--- src/gds_pkg.sv ---
// Shared types and constants for the grid decomposition search block.
// Used by the divider, datapath, controller and top level; no dependencies.
`default_nettype none
package gds_pkg;

    localparam int EXT_W  = 11;
    localparam int NP_W   = 17;
    localparam int FAC_W  = 10;
    localparam int CNT_W  = 11;
    localparam int DEN_W  = 10;
    localparam int PROD_W = 22;
    localparam int SUM_W  = 25;
    localparam int SURF_W = 23;
    localparam int S_DATA_W = 56;
    localparam int M_DATA_W = 56;
    localparam int EXT_LIMIT = 2047;

    localparam logic [SURF_W-1:0] SURF_MAX = {SURF_W{1'b1}};

    localparam logic [2:0] SEL_NP_X   = 3'd0;
    localparam logic [2:0] SEL_CEIL_A = 3'd1;
    localparam logic [2:0] SEL_Q_Y    = 3'd2;
    localparam logic [2:0] SEL_CEIL_B = 3'd3;
    localparam logic [2:0] SEL_CEIL_C = 3'd4;

    typedef struct packed {
        logic       load;
        logic       start;
        logic [2:0] sel;
        logic       next_x;
        logic       latch_q;
        logic       latch_a;
        logic       next_y;
        logic       latch_z;
        logic       latch_b;
        logic       latch_c;
        logic       mul;
        logic       sum;
        logic       emit;
    } cmd_t;

    typedef struct packed {
        logic x_end;
        logic y_end;
        logic div_done;
        logic rem_zero;
        logic z_ok;
        logic out_free;
    } stat_t;

endpackage
`default_nettype wire

--- src/gds_div.sv ---
// Restoring divider, one quotient bit per cycle, for the search datapath.
// Depends on gds_pkg for operand widths.
`default_nettype none
module gds_div (
    input  wire                      aclk,
    input  wire                      aresetn,
    input  wire                      start,
    input  wire [gds_pkg::NP_W-1:0]  num,
    input  wire [gds_pkg::DEN_W-1:0] den,
    output logic                     done,
    output logic [gds_pkg::NP_W-1:0] quo,
    output logic [gds_pkg::DEN_W-1:0] rem
);
    import gds_pkg::*;

    localparam int CW = $clog2(NP_W + 1);
    localparam logic [CW-1:0] STEPS = CW'(NP_W);

    logic              busy_reg, busy_next;
    logic              done_reg, done_next;
    logic [CW-1:0]     cnt_reg, cnt_next;
    logic [NP_W-1:0]   quo_reg, quo_next;
    logic [DEN_W-1:0]  rem_reg, rem_next;
    logic [DEN_W-1:0]  den_reg, den_next;
    logic [DEN_W:0]    trial;
    logic [DEN_W:0]    diff;

    assign trial = {rem_reg, quo_reg[NP_W-1]};
    assign diff  = trial - {1'b0, den_reg};

    always_comb begin
        busy_next = busy_reg;
        done_next = 1'b0;
        cnt_next  = cnt_reg;
        quo_next  = quo_reg;
        rem_next  = rem_reg;
        den_next  = den_reg;
        if (start) begin
            busy_next = 1'b1;
            cnt_next  = STEPS;
            quo_next  = num;
            rem_next  = '0;
            den_next  = den;
        end else if (busy_reg) begin
            if (trial >= {1'b0, den_reg}) begin
                rem_next = diff[DEN_W-1:0];
                quo_next = {quo_reg[NP_W-2:0], 1'b1};
            end else begin
                rem_next = trial[DEN_W-1:0];
                quo_next = {quo_reg[NP_W-2:0], 1'b0};
            end
            cnt_next = cnt_reg - CW'(1);
            if (cnt_reg == CW'(1)) begin
                busy_next = 1'b0;
                done_next = 1'b1;
            end
        end
    end

    always_ff @(posedge aclk) begin
        if (!aresetn) begin
            busy_reg <= 1'b0;
            done_reg <= 1'b0;
            cnt_reg  <= '0;
        end else begin
            busy_reg <= busy_next;
            done_reg <= done_next;
            cnt_reg  <= cnt_next;
        end
        quo_reg <= quo_next;
        rem_reg <= rem_next;
        den_reg <= den_next;
    end

    assign done = done_reg;
    assign quo  = quo_reg;
    assign rem  = rem_reg;

endmodule
`default_nettype wire

--- src/gds_dp.sv ---
// Search datapath: request registers, loop counters, shared divider,
// surface products, best-split tracking and the result register.
// Depends on gds_pkg and gds_div.
`default_nettype none
module gds_dp #(
    parameter int MAX_EXTENT = 1024
) (
    input  wire                          aclk,
    input  wire                          aresetn,
    input  gds_pkg::cmd_t                cmd,
    output gds_pkg::stat_t               stat,
    input  wire [gds_pkg::S_DATA_W-1:0]  s_tdata,
    output logic                         m_tvalid,
    input  wire                          m_tready,
    output logic [gds_pkg::M_DATA_W-1:0] m_tdata,
    output logic [0:0]                   m_tuser
);
    import gds_pkg::*;

    localparam int CLAMP_INT = (MAX_EXTENT > EXT_LIMIT) ? EXT_LIMIT : MAX_EXTENT;
    localparam logic [EXT_W-1:0] EXT_CLAMP = EXT_W'(CLAMP_INT);

    logic [EXT_W-1:0]  ex_reg, ey_reg, ez_reg;
    logic [NP_W-1:0]   np_reg;
    logic [CNT_W-1:0]  x_reg, y_reg;
    logic [NP_W-1:0]   q_reg;
    logic [EXT_W-1:0]  a_reg, b_reg, c_reg;
    logic [FAC_W-1:0]  z_reg;
    logic [PROD_W-1:0] ab_reg, ac_reg, bc_reg;
    logic [SUM_W-1:0]  best_reg;
    logic              have_reg;
    logic [FAC_W-1:0]  bx_reg, by_reg, bz_reg;
    logic              m_valid_reg, m_valid_next;
    logic              found_reg;
    logic [FAC_W-1:0]  px_reg, py_reg, pz_reg;
    logic [SURF_W-1:0] surf_reg;

    logic [EXT_W-1:0]  in_ex, in_ey, in_ez;
    logic [FAC_W-1:0]  xm, ym, zm;
    logic [NP_W-1:0]   div_num;
    logic [DEN_W-1:0]  div_den;
    logic              div_done;
    logic [NP_W-1:0]   div_quo;
    logic [DEN_W-1:0]  div_rem;
    logic [EXT_W:0]    ceil_a, ceil_b, ceil_c;
    logic [SUM_W-1:0]  surf_sum;
    logic              better;

    assign in_ex = (s_tdata[10:0]  > EXT_CLAMP) ? EXT_CLAMP : s_tdata[10:0];
    assign in_ey = (s_tdata[21:11] > EXT_CLAMP) ? EXT_CLAMP : s_tdata[21:11];
    assign in_ez = (s_tdata[32:22] > EXT_CLAMP) ? EXT_CLAMP : s_tdata[32:22];

    assign xm = ex_reg[EXT_W-1:1];
    assign ym = ey_reg[EXT_W-1:1];
    assign zm = ez_reg[EXT_W-1:1];

    assign ceil_a = {1'b0, ex_reg} + {1'b0, x_reg} - 12'd1;
    assign ceil_b = {1'b0, ey_reg} + {1'b0, y_reg} - 12'd1;
    assign ceil_c = {1'b0, ez_reg} + {2'b0, z_reg} - 12'd1;

    always_comb begin
        unique case (cmd.sel)
            SEL_NP_X: begin
                div_num = np_reg;
                div_den = x_reg[DEN_W-1:0];
            end
            SEL_CEIL_A: begin
                div_num = NP_W'(ceil_a);
                div_den = x_reg[DEN_W-1:0];
            end
            SEL_Q_Y: begin
                div_num = q_reg;
                div_den = y_reg[DEN_W-1:0];
            end
            SEL_CEIL_B: begin
                div_num = NP_W'(ceil_b);
                div_den = y_reg[DEN_W-1:0];
            end
            SEL_CEIL_C: begin
                div_num = NP_W'(ceil_c);
                div_den = z_reg;
            end
            default: begin
                div_num = np_reg;
                div_den = x_reg[DEN_W-1:0];
            end
        endcase
    end

    gds_div u_div (
        .aclk    (aclk),
        .aresetn (aresetn),
        .start   (cmd.start),
        .num     (div_num),
        .den     (div_den),
        .done    (div_done),
        .quo     (div_quo),
        .rem     (div_rem)
    );

    assign surf_sum = {({2'b0, ab_reg} + {2'b0, ac_reg} + {2'b0, bc_reg}), 1'b0};
    assign better = !have_reg || (surf_sum < best_reg);

    assign stat.x_end    = (np_reg == '0) || (x_reg > {1'b0, xm});
    assign stat.y_end    = (y_reg > {1'b0, ym}) || ({6'b0, y_reg} > q_reg);
    assign stat.div_done = div_done;
    assign stat.rem_zero = (div_rem == '0);
    assign stat.z_ok     = (div_rem == '0) && (div_quo <= {7'b0, zm});
    assign stat.out_free = !m_valid_reg || m_tready;

    always_comb begin
        m_valid_next = m_valid_reg;
        if (cmd.emit) begin
            m_valid_next = 1'b1;
        end else if (m_tready) begin
            m_valid_next = 1'b0;
        end
    end

    always_ff @(posedge aclk) begin
        if (!aresetn) begin
            m_valid_reg <= 1'b0;
            have_reg    <= 1'b0;
        end else begin
            m_valid_reg <= m_valid_next;
            if (cmd.load) begin
                have_reg <= 1'b0;
            end else if (cmd.sum) begin
                have_reg <= 1'b1;
            end
        end
        if (cmd.load) begin
            ex_reg   <= in_ex;
            ey_reg   <= in_ey;
            ez_reg   <= in_ez;
            np_reg   <= s_tdata[49:33];
            x_reg    <= CNT_W'(1);
            best_reg <= '0;
            bx_reg   <= '0;
            by_reg   <= '0;
            bz_reg   <= '0;
        end
        if (cmd.next_x) begin
            x_reg <= x_reg + CNT_W'(1);
        end
        if (cmd.latch_q) begin
            q_reg <= div_quo;
        end
        if (cmd.latch_a) begin
            a_reg <= div_quo[EXT_W-1:0];
            y_reg <= CNT_W'(1);
        end
        if (cmd.next_y) begin
            y_reg <= y_reg + CNT_W'(1);
        end
        if (cmd.latch_z) begin
            z_reg <= div_quo[FAC_W-1:0];
        end
        if (cmd.latch_b) begin
            b_reg <= div_quo[EXT_W-1:0];
        end
        if (cmd.latch_c) begin
            c_reg <= div_quo[EXT_W-1:0];
        end
        if (cmd.mul) begin
            ab_reg <= PROD_W'(a_reg) * PROD_W'(b_reg);
            ac_reg <= PROD_W'(a_reg) * PROD_W'(c_reg);
            bc_reg <= PROD_W'(b_reg) * PROD_W'(c_reg);
        end
        if (cmd.sum && better) begin
            best_reg <= surf_sum;
            bx_reg   <= x_reg[FAC_W-1:0];
            by_reg   <= y_reg[FAC_W-1:0];
            bz_reg   <= z_reg;
        end
        if (cmd.emit) begin
            found_reg <= have_reg;
            px_reg    <= bx_reg;
            py_reg    <= by_reg;
            pz_reg    <= bz_reg;
            surf_reg  <= (best_reg > {2'b0, SURF_MAX}) ? SURF_MAX : best_reg[SURF_W-1:0];
        end
    end

    assign m_tvalid   = m_valid_reg;
    assign m_tuser[0] = found_reg;
    assign m_tdata    = {3'b0, surf_reg, pz_reg, py_reg, px_reg};

endmodule
`default_nettype wire

--- src/gds_ctrl.sv ---
// Search sequencer: walks x, then y, issues divider jobs and datapath strobes.
// Depends on gds_pkg for the command and status structs.
`default_nettype none
module gds_ctrl (
    input  wire            aclk,
    input  wire            aresetn,
    input  wire            s_tvalid,
    output logic           s_tready,
    input  gds_pkg::stat_t stat,
    output gds_pkg::cmd_t  cmd
);
    import gds_pkg::*;

    localparam logic [3:0] ST_IDLE  = 4'd0;
    localparam logic [3:0] ST_X_CHK = 4'd1;
    localparam logic [3:0] ST_X_DIV = 4'd2;
    localparam logic [3:0] ST_A_DIV = 4'd3;
    localparam logic [3:0] ST_Y_CHK = 4'd4;
    localparam logic [3:0] ST_Y_DIV = 4'd5;
    localparam logic [3:0] ST_B_DIV = 4'd6;
    localparam logic [3:0] ST_C_DIV = 4'd7;
    localparam logic [3:0] ST_MUL   = 4'd8;
    localparam logic [3:0] ST_SUM   = 4'd9;
    localparam logic [3:0] ST_DONE  = 4'd10;

    logic [3:0] state_reg, state_next;

    always_comb begin
        state_next = state_reg;
        cmd        = '0;
        cmd.sel    = SEL_NP_X;
        s_tready   = 1'b0;
        unique case (state_reg)
            ST_IDLE: begin
                s_tready = 1'b1;
                if (s_tvalid) begin
                    cmd.load   = 1'b1;
                    state_next = ST_X_CHK;
                end
            end
            ST_X_CHK: begin
                if (stat.x_end) begin
                    state_next = ST_DONE;
                end else begin
                    cmd.start  = 1'b1;
                    cmd.sel    = SEL_NP_X;
                    state_next = ST_X_DIV;
                end
            end
            ST_X_DIV: begin
                if (stat.div_done) begin
                    if (stat.rem_zero) begin
                        cmd.latch_q = 1'b1;
                        cmd.start   = 1'b1;
                        cmd.sel     = SEL_CEIL_A;
                        state_next  = ST_A_DIV;
                    end else begin
                        cmd.next_x = 1'b1;
                        state_next = ST_X_CHK;
                    end
                end
            end
            ST_A_DIV: begin
                if (stat.div_done) begin
                    cmd.latch_a = 1'b1;
                    state_next  = ST_Y_CHK;
                end
            end
            ST_Y_CHK: begin
                if (stat.y_end) begin
                    cmd.next_x = 1'b1;
                    state_next = ST_X_CHK;
                end else begin
                    cmd.start  = 1'b1;
                    cmd.sel    = SEL_Q_Y;
                    state_next = ST_Y_DIV;
                end
            end
            ST_Y_DIV: begin
                if (stat.div_done) begin
                    if (stat.z_ok) begin
                        cmd.latch_z = 1'b1;
                        cmd.start   = 1'b1;
                        cmd.sel     = SEL_CEIL_B;
                        state_next  = ST_B_DIV;
                    end else begin
                        cmd.next_y = 1'b1;
                        state_next = ST_Y_CHK;
                    end
                end
            end
            ST_B_DIV: begin
                if (stat.div_done) begin
                    cmd.latch_b = 1'b1;
                    cmd.start   = 1'b1;
                    cmd.sel     = SEL_CEIL_C;
                    state_next  = ST_C_DIV;
                end
            end
            ST_C_DIV: begin
                if (stat.div_done) begin
                    cmd.latch_c = 1'b1;
                    state_next  = ST_MUL;
                end
            end
            ST_MUL: begin
                cmd.mul    = 1'b1;
                state_next = ST_SUM;
            end
            ST_SUM: begin
                cmd.sum    = 1'b1;
                cmd.next_y = 1'b1;
                state_next = ST_Y_CHK;
            end
            ST_DONE: begin
                if (stat.out_free) begin
                    cmd.emit   = 1'b1;
                    state_next = ST_IDLE;
                end
            end
            default: begin
                state_next = ST_IDLE;
            end
        endcase
    end

    always_ff @(posedge aclk) begin
        if (!aresetn) begin
            state_reg <= ST_IDLE;
        end else begin
            state_reg <= state_next;
        end
    end

endmodule
`default_nettype wire

--- src/grid_decomposition_search.sv ---
// Top level of the grid decomposition search: sequencer plus datapath.
// Depends on gds_pkg, gds_ctrl, gds_dp (and gds_div below it).
//
// Usage:
//   s_ channel: one word per request, extents and process count.
//   m_ channel: one word per request, best split and its halo surface;
//   m_tuser carries the found flag, and all other fields are zero when clear.
//   Every split x*y*z == proc_count with each factor up to half its extent
//   is scored; the smallest surface wins, first one in x, y, z order on ties.
//   Pace: one shared 17-step divider sets it, one job at a time. Each x up
//   to extent_x/2 costs one divider job; each x dividing proc_count adds a
//   second job plus one job per y up to min(extent_y/2, proc_count/x); each
//   valid split adds two more jobs and the multiply and sum steps. m_tvalid
//   is registered from the emit strobe in the done state after the search.
//   One request is worked at a time; s_tready is high only between requests.
//   The finished word sits in an output register, so a new request is taken
//   while the previous word waits; the search then holds in its last step
//   until m_tready frees the register.
//   Reset: aresetn low for one clock clears the sequencer and m_tvalid.
`default_nettype none
module grid_decomposition_search #(
    parameter int MAX_EXTENT = 1024
) (
    input  wire                          aclk,
    input  wire                          aresetn,
    input  wire                          s_tvalid,
    output logic                         s_tready,
    // [10:0] extent_x, [21:11] extent_y, [32:22] extent_z, [49:33] proc_count
    input  wire [gds_pkg::S_DATA_W-1:0]  s_tdata,
    output logic                         m_tvalid,
    input  wire                          m_tready,
    // [9:0] parts_x, [19:10] parts_y, [29:20] parts_z, [52:30] surface
    output logic [gds_pkg::M_DATA_W-1:0] m_tdata,
    // [0] found
    output logic [0:0]                   m_tuser
);
    import gds_pkg::*;

    cmd_t  cmd;
    stat_t stat;

    gds_ctrl u_ctrl (
        .aclk     (aclk),
        .aresetn  (aresetn),
        .s_tvalid (s_tvalid),
        .s_tready (s_tready),
        .stat     (stat),
        .cmd      (cmd)
    );

    gds_dp #(
        .MAX_EXTENT (MAX_EXTENT)
    ) u_dp (
        .aclk     (aclk),
        .aresetn  (aresetn),
        .cmd      (cmd),
        .stat     (stat),
        .s_tdata  (s_tdata),
        .m_tvalid (m_tvalid),
        .m_tready (m_tready),
        .m_tdata  (m_tdata),
        .m_tuser  (m_tuser)
    );

`ifndef SYNTHESIS
    a_not_found_zero: assert property (@(posedge aclk) disable iff (!aresetn)
        m_tvalid && !m_tuser[0] |-> m_tdata == '0)
        else $error("empty result carries nonzero fields");

    a_found_parts: assert property (@(posedge aclk) disable iff (!aresetn)
        m_tvalid && m_tuser[0] |->
            m_tdata[9:0] != 10'd0 && m_tdata[19:10] != 10'd0 && m_tdata[29:20] != 10'd0)
        else $error("found split has a zero factor");

    a_busy_after_accept: assert property (@(posedge aclk) disable iff (!aresetn)
        s_tvalid && s_tready |=> !s_tready)
        else $error("request taken while search still running");
`endif

endmodule
`default_nettype wire

--- config.mk ---
export PLATFORM = sky130hd
export DESIGN_NAME = grid_decomposition_search
export DESIGN_NICKNAME = d
export VERILOG_FILES = /design/src/gds_pkg.sv /design/src/gds_div.sv /design/src/gds_dp.sv /design/src/gds_ctrl.sv /design/src/grid_decomposition_search.sv
export SDC_FILE = /design/constraint.sdc
export NUM_CORES = 2
export LEC_CHECK = 0
export BUFFER_PORTS_ARGS = -buffer_cell sky130_fd_sc_hd__buf_2
export CORE_MARGIN = 5
export CORE_UTILIZATION = 60
export DETAILED_ROUTE_END_ITERATION = 8
export PLACE_DENSITY = 0.78
export SYNTH_ARGS = -nofsm -noshare
export SYNTH_HDL_FRONTEND = slang
export SYNTH_HIERARCHICAL = 1
export SYNTH_SLANG_ARGS = --single-unit
--- constraint.sdc ---
create_clock -name aclk -period 9.15 [get_ports aclk]
set_input_delay 0 -clock aclk [delete_from_list [all_inputs] [get_ports aclk]]
set_output_delay 0 -clock aclk [all_outputs]
set_load 0.1 [all_outputs]
# After elaboration in Yosys (flattened, before gate mapping)
# Index checks and enable logic that the tools add are counted.
# word_totals
in_bits	60
output_inout_bits	59
regBits	356
elab_cells	168
# classes
order_cmp	10
n_reduce_logical	21
bitwise	2
addsub	12
mux	65
mul	3
eq_ne	22
# ops
operator	n
17-bit one-hot mux with 4 select lines	1
11-bit by 11-bit multiplier with 22-bit output	3
4-bit two-way mux	14
10-bit two-way mux	5
25-bit two-way mux	2
11-bit two-way mux	4
4-bit one-hot mux with 11 select lines	1
12-bit by 1-bit subtractor with 12-bit output (second input constant)	3
17-bit two-way mux	2
11-bit greater-than comparator (second input constant)	3
25-bit by 23-bit greater-than comparator with 1-bit output (second input constant)	1
25-bit < comparator	1
1-bit two-way mux	25
11-bit by 11-bit adder with 12-bit output	2
24-bit by 22-bit adder with 24-bit output	1
22-bit by 22-bit adder with 23-bit output	1
11-bit by 1-bit adder with 11-bit output (second input constant)	2
11-bit by 10-bit greater-than comparator with 1-bit output	2
10-bit one-hot mux with 2 select lines	1
4-bit one-hot mux with 5 select lines	1
11-bit by 17-bit greater-than comparator with 1-bit output	1
17-bit by 10-bit less-or-equal comparator with 1-bit output	1
17-bit logical NOT	1
4-bit by 3-bit == test with 1-bit output (second input constant)	4
other kinds (28)	53

# Longest topological paths before layout
# depth
word_depth	8
ltp_mapped	21
ltp_nobuf	20

# By module
# The synthesis kept the hierarchy.
# modules_own_cells
mod	seq_area_each_um2	area_each_um2	instances	cells_per_inst
gds_dp	9228.9	28407.2	1	2785
gds_div	1151.1	2322.2	1	212
gds_ctrl	80.1	494.2	1	74

# Worst setup path after synthesis
# Ideal clock, no wire load.
# synth_timing
path_kind	reg-to-reg
from	register u_ctrl.state_reg[0]
to	register u_ctrl.state_reg[3]
setup_slack_ns	0.693
period_less_slack_ns	8.457
t_required_ns	9.045
path_stages_with_launch	5
path_buffers	1
arrival_time_ns	8.352
setup_time_ns	0.105
path_cell_list	dfxtp_1 > buf_2 > nor4b_1 > o21ai_1 > o32ai_2
# synth_between
elab_chain_cells	3
word_cells_on_any_way	20
classes_between	eq/ne (17); mux (1); reduce/logical (2)
# synth_rtl
element	line_no	text
start: declaration	gds_ctrl.sv:26	logic [3:0] state_reg, state_next;
start signal: assignment	gds_ctrl.sv:131	state_reg <= state_next;
4-bit by 3-bit == test with 1-bit output, or another cell as far along	gds_ctrl.sv:33	unique case (state_reg)
2-bit by 1-bit != test with 1-bit output (no source line) or 2-bit != test (tied branches)	--	
7-bit AND reduction (no source line)	--	
# Parallel ways exist; a longest one is shown, timed or not.
# A chain may end at the register's enable or synchronous reset.

# Worst setup path in the final report
# layout_timing
from	register u_dp.b_reg[3]
to	register u_dp.bc_reg[21] (data pin)
# layout_between
elab_chain_cells	1
# layout_rtl
element	line_no	text
start: declaration	gds_dp.sv:27	logic [EXT_W-1:0] a_reg, b_reg, c_reg;
start signal: assignment	gds_dp.sv:160	b_reg <= div_quo[EXT_W-1:0];
11-bit by 11-bit multiplier with 22-bit output	gds_dp.sv:168	bc_reg <= PROD_W'(b_reg) * PROD_W'(c_reg);
end signal: assignment	gds_dp.sv:168	
end: declaration	gds_dp.sv:29	logic [PROD_W-1:0] ab_reg, ac_reg, bc_reg;
# No other way between the ends.

==> results.md <==
- Synth Area in Adders: 30.8%
- Post-Synth XOR/XNOR Area: 2.89%
- Internal reg-to-reg setup slack: 2.72 ns
- Largest net degree at the start of global routing: 68
- RSZ-0062 raised after global routing: no
- Net Sw Frac: 35.5%
- Post-synth top area cell: edfxtp_1
- Vias: 22900
- Max FFs per register: 24
- PnR Total Power: 0.00619 W
- Min-Delay Endpoint: u_ctrl/state_reg[3]$_SDFFE_PN0P_
- Simple-gate share of the synthesized area: 14.3%
- Layout cell share with drive strength beyond 1: 7.64%
- Clock power share: 27.7%
- Residual DRC: 0
- Crit path max fanout: 22
- Register area share after synthesis: 33.5%
- Ant diodes: 0
- Kind of critical path: reg -> reg
- Post-route ant nets: 0
- Worst EP required: 9.45 ns
- Top FF cell, synth: edfxtp_1
- Reg2reg end: u_dp/bc_reg[21]$_DFFE_PP_
- Setup TNS: 0 ns
- Layout Skew: 0.0267 ns
- Global-route wire length before repair: 123000 um
- Router iterations before antenna repair: 5
- Top cells by area, synth: edfxtp_1 (32%), fa_1 (17%), ha_1 (14%)
- Status: finished clean
- Die X: 238 um
- Vias in the first global route: 24100
- Total wire length: 75100 um
- Initial core utilization: 60.7%
- Avg Inst Size Synth: 10.2 sq um
- Hold path start: m_tready
- Post-synthesis compound-gate area fraction: 9.95%
- Mapped cell area: 31200 sq um
- Synth unique cells: 87
- Vias per inst: 5.85
- Htree depth: 2
- Worst hold path type: in -> reg
- Worst-Margin Slew: 1.09 ns
- Layout filler cell count: 3821
- Core area: 51400 sq um
- Number of synthesized flops with an enable pin: 333
- Pwr Density: 179 nW/um^2
- Largest family of logic cells by synthesized area: adder cells
- # rows: 83
- Final period utilization: 70.3%
- Hold path depth: 5
- Die ar.: 56700 sq um
- Dpl hpwl: 56300 um
- Final min period: 6.43 ns
- CTS tree: yes
- Area growth syn-to-layout: 10.6%
- Flop pwr share: 38.5%
- Net Switching: 0.00220 W
- Leak: 15.5 nW
- Initial antenna violation count: 0
- Int Power: 0.00399 W
- Async SR Flop Fraction: 0%
- Mapped Cells: 3071
- Post-synthesis mux area share: 0.773%
- Comb power frac: 33.8%
- Synth Register Bits: 356
- Count of final setup violators: 0
- Reg clk slew, reported paths: 0.06 ns
- Max-Slew Margin vs Limit: 27.0%
- Synthesis Warnings: 6
- Final Hold Fails: 0
- Overflow after GRT: 0
- Resize count post-CTS: 0
- DR WL/cell: 19.2 um
- Critical path capture point type: register
- Top cells by count, synth: inv_1 (523), ha_1 (341), edfxtp_1 (333)
- Reg-to-Reg Start: u_dp/b_reg[3]$_DFFE_PP_
- # nets final: 3871
- CTS Sinks: 356
- Worst setup SP type: register
- Slew Limit Fails: 0
- Dominant cell by count in the synthesized netlist: inv_1
- Maximum VDD drop: 0.150 mV
- Post-synth top area share: 32.0%
- Initial drt markers: 1857
- I/O pins: 119
- R2r worst-path depth: 16
- I/O Buffers: 109
- Critical Path AT: 6.73 ns
- Worst-Skew Late Latency: 0.59 ns
- GP Congestion: 0.944
- Die height: 238 um
- Deepest clock path buffer count: 3
- Fmax: 155 MHz
- Tot GR Track Use: 26.9%
- Root buffer cell: clkbuf_16
- Max-cap violations: 0
- Cts bufs inserted: 40
-- through the flow --
step / std cells / area (sq um) / hold WS (ns) / setup slack, ns / util (%)
finish: 3915 / 34500 / 0.0399 / 2.72 / 67.2
global route: 3915 / 34500 / 0.0736 / 2.40 / 67.2
CTS: 3915 / 34500 / 0.00900 / 2.81 / 67.2
detailed placement: 3760 / 32300 / 0.178 / 2.86 / 62.8
global placement: 3760 / 32300 / 0.177 / 3.01 / 62.8
floorplan: 3073 / 31200 / 0.0989 / 0.693 / -
-- cells by family (layout without fill, tap and decap cells) --
logic type,count (synthesis),in the layout
and+or+nand+nor,888,888
buffers and inverters,643,805
adders and majority gates,608,608
AOI/OAI and AO/OA,450,450
DFF,356,356
xor gates and xnor gates,103,103
muxes,22,22
other,1,3
-- what timing repair did --
item                      CTS  global route
setup buffers               0             0
hold buffers               81             0
hold endpoints to repair   63             0
-- per-layer routing --
metal / track usage, % / routed length (um) / part of all wire, % / vias to the layer above
met4: 8.54 / 2070 / 2.8 / 0
met5: 0 / 0 / 0 / -
met3: 5.32 / 6580 / 8.8 / 181
li1: - / - / - / 10500
met2: 44.3 / 35200 / 47 / 932
met1: 36.2 / 31200 / 42 / 11200
-- worst max-delay path: stages (launching register included) --
cell      delay [ns]
edfxtp_1        0.96
and2_1          0.26
fa_1            0.45
fa_1            0.54
fa_1            0.52
fa_1            0.55
inv_1           0.05
fa_1            0.52
inv_1           0.04
ha_1            0.34
o211ai_1        0.23
a21boi_0        0.19
and3_1          0.25
and2_0          0.15
a221oi_1        0.45
a21oi_1         0.17
xnor2_1         0.47
-- how the worst max path moves through the flow --
stage / from / end / depth (start not counted)
finish: u_dp/b_reg[3]$_DFFE_PP_ / u_dp/bc_reg[21]$_DFFE_PP_ / 16
global route: u_dp/ab_reg[1]$_DFFE_PP_ / u_dp/best_reg[19]$_SDFFCE_PN0P_ / 18
CTS: u_dp/b_reg[8]$_DFFE_PP_ / u_dp/bc_reg[21]$_DFFE_PP_ / 17
detailed placement: u_dp/b_reg[8]$_DFFE_PP_ / u_dp/bc_reg[21]$_DFFE_PP_ / 17
global placement: u_dp/b_reg[8]$_DFFE_PP_ / u_dp/bc_reg[21]$_DFFE_PP_ / 17
floorplan: u_ctrl/state_reg[0]$_SDFFE_PN0P_ / u_ctrl/state_reg[3]$_SDFFE_PN0P_ / 4
-- final cells by class --
cell class	instances	area [sq um]	area share, %
multi-input combinational	2074	18400	53.1
sequential	356	10500	30.3
inverter	523	1960	5.69
clock inverter	27	347	1.00
clock buffer	47	1070	3.09
tap	680	851	2.46
timing repair buffer	208	1490	4.32
-- power groups by stage --
stage                     Combinational [W]  Sequential [W]  Clock, W
final                               0.00209         0.00238   0.00172
after global routing                0.00230         0.00241   0.00181
after CTS                           0.00205         0.00238   0.00175
after detailed placement            0.00200         0.00241         0
after global placement              0.00190         0.00239         0
after floorplan                     0.00151         0.00232         0
-- layout by cell type, fill, tap and decap left out, drive strengths merged, types with 14 or more instances in the layout --
master       Yosys  routed
inv            523     528
ha             341     341
edfxtp         333     333
nand2          287     287
fa             267     267
and2           211     211
nor2           138     138
buf             21     127
a21oi          105     105
o21ai           98      98
dlygate4sd3      0      81
xnor2           76      76
nand3           55      55
nor2b           53      53
clkbuf          99      47
a21o            35      35
nor3            29      29
a211oi          27      27
xor2            27      27
dfxtp           23      23
nand2b          23      23
o21a            21      21
mux2            17      17
nor4            17      17
nand4           16      16
a22o            16      16
o221ai          16      16
a31oi           15      15
or3             15      15
clkinv           0      14
No activity file was read; power rests on OpenSTA's default activity.
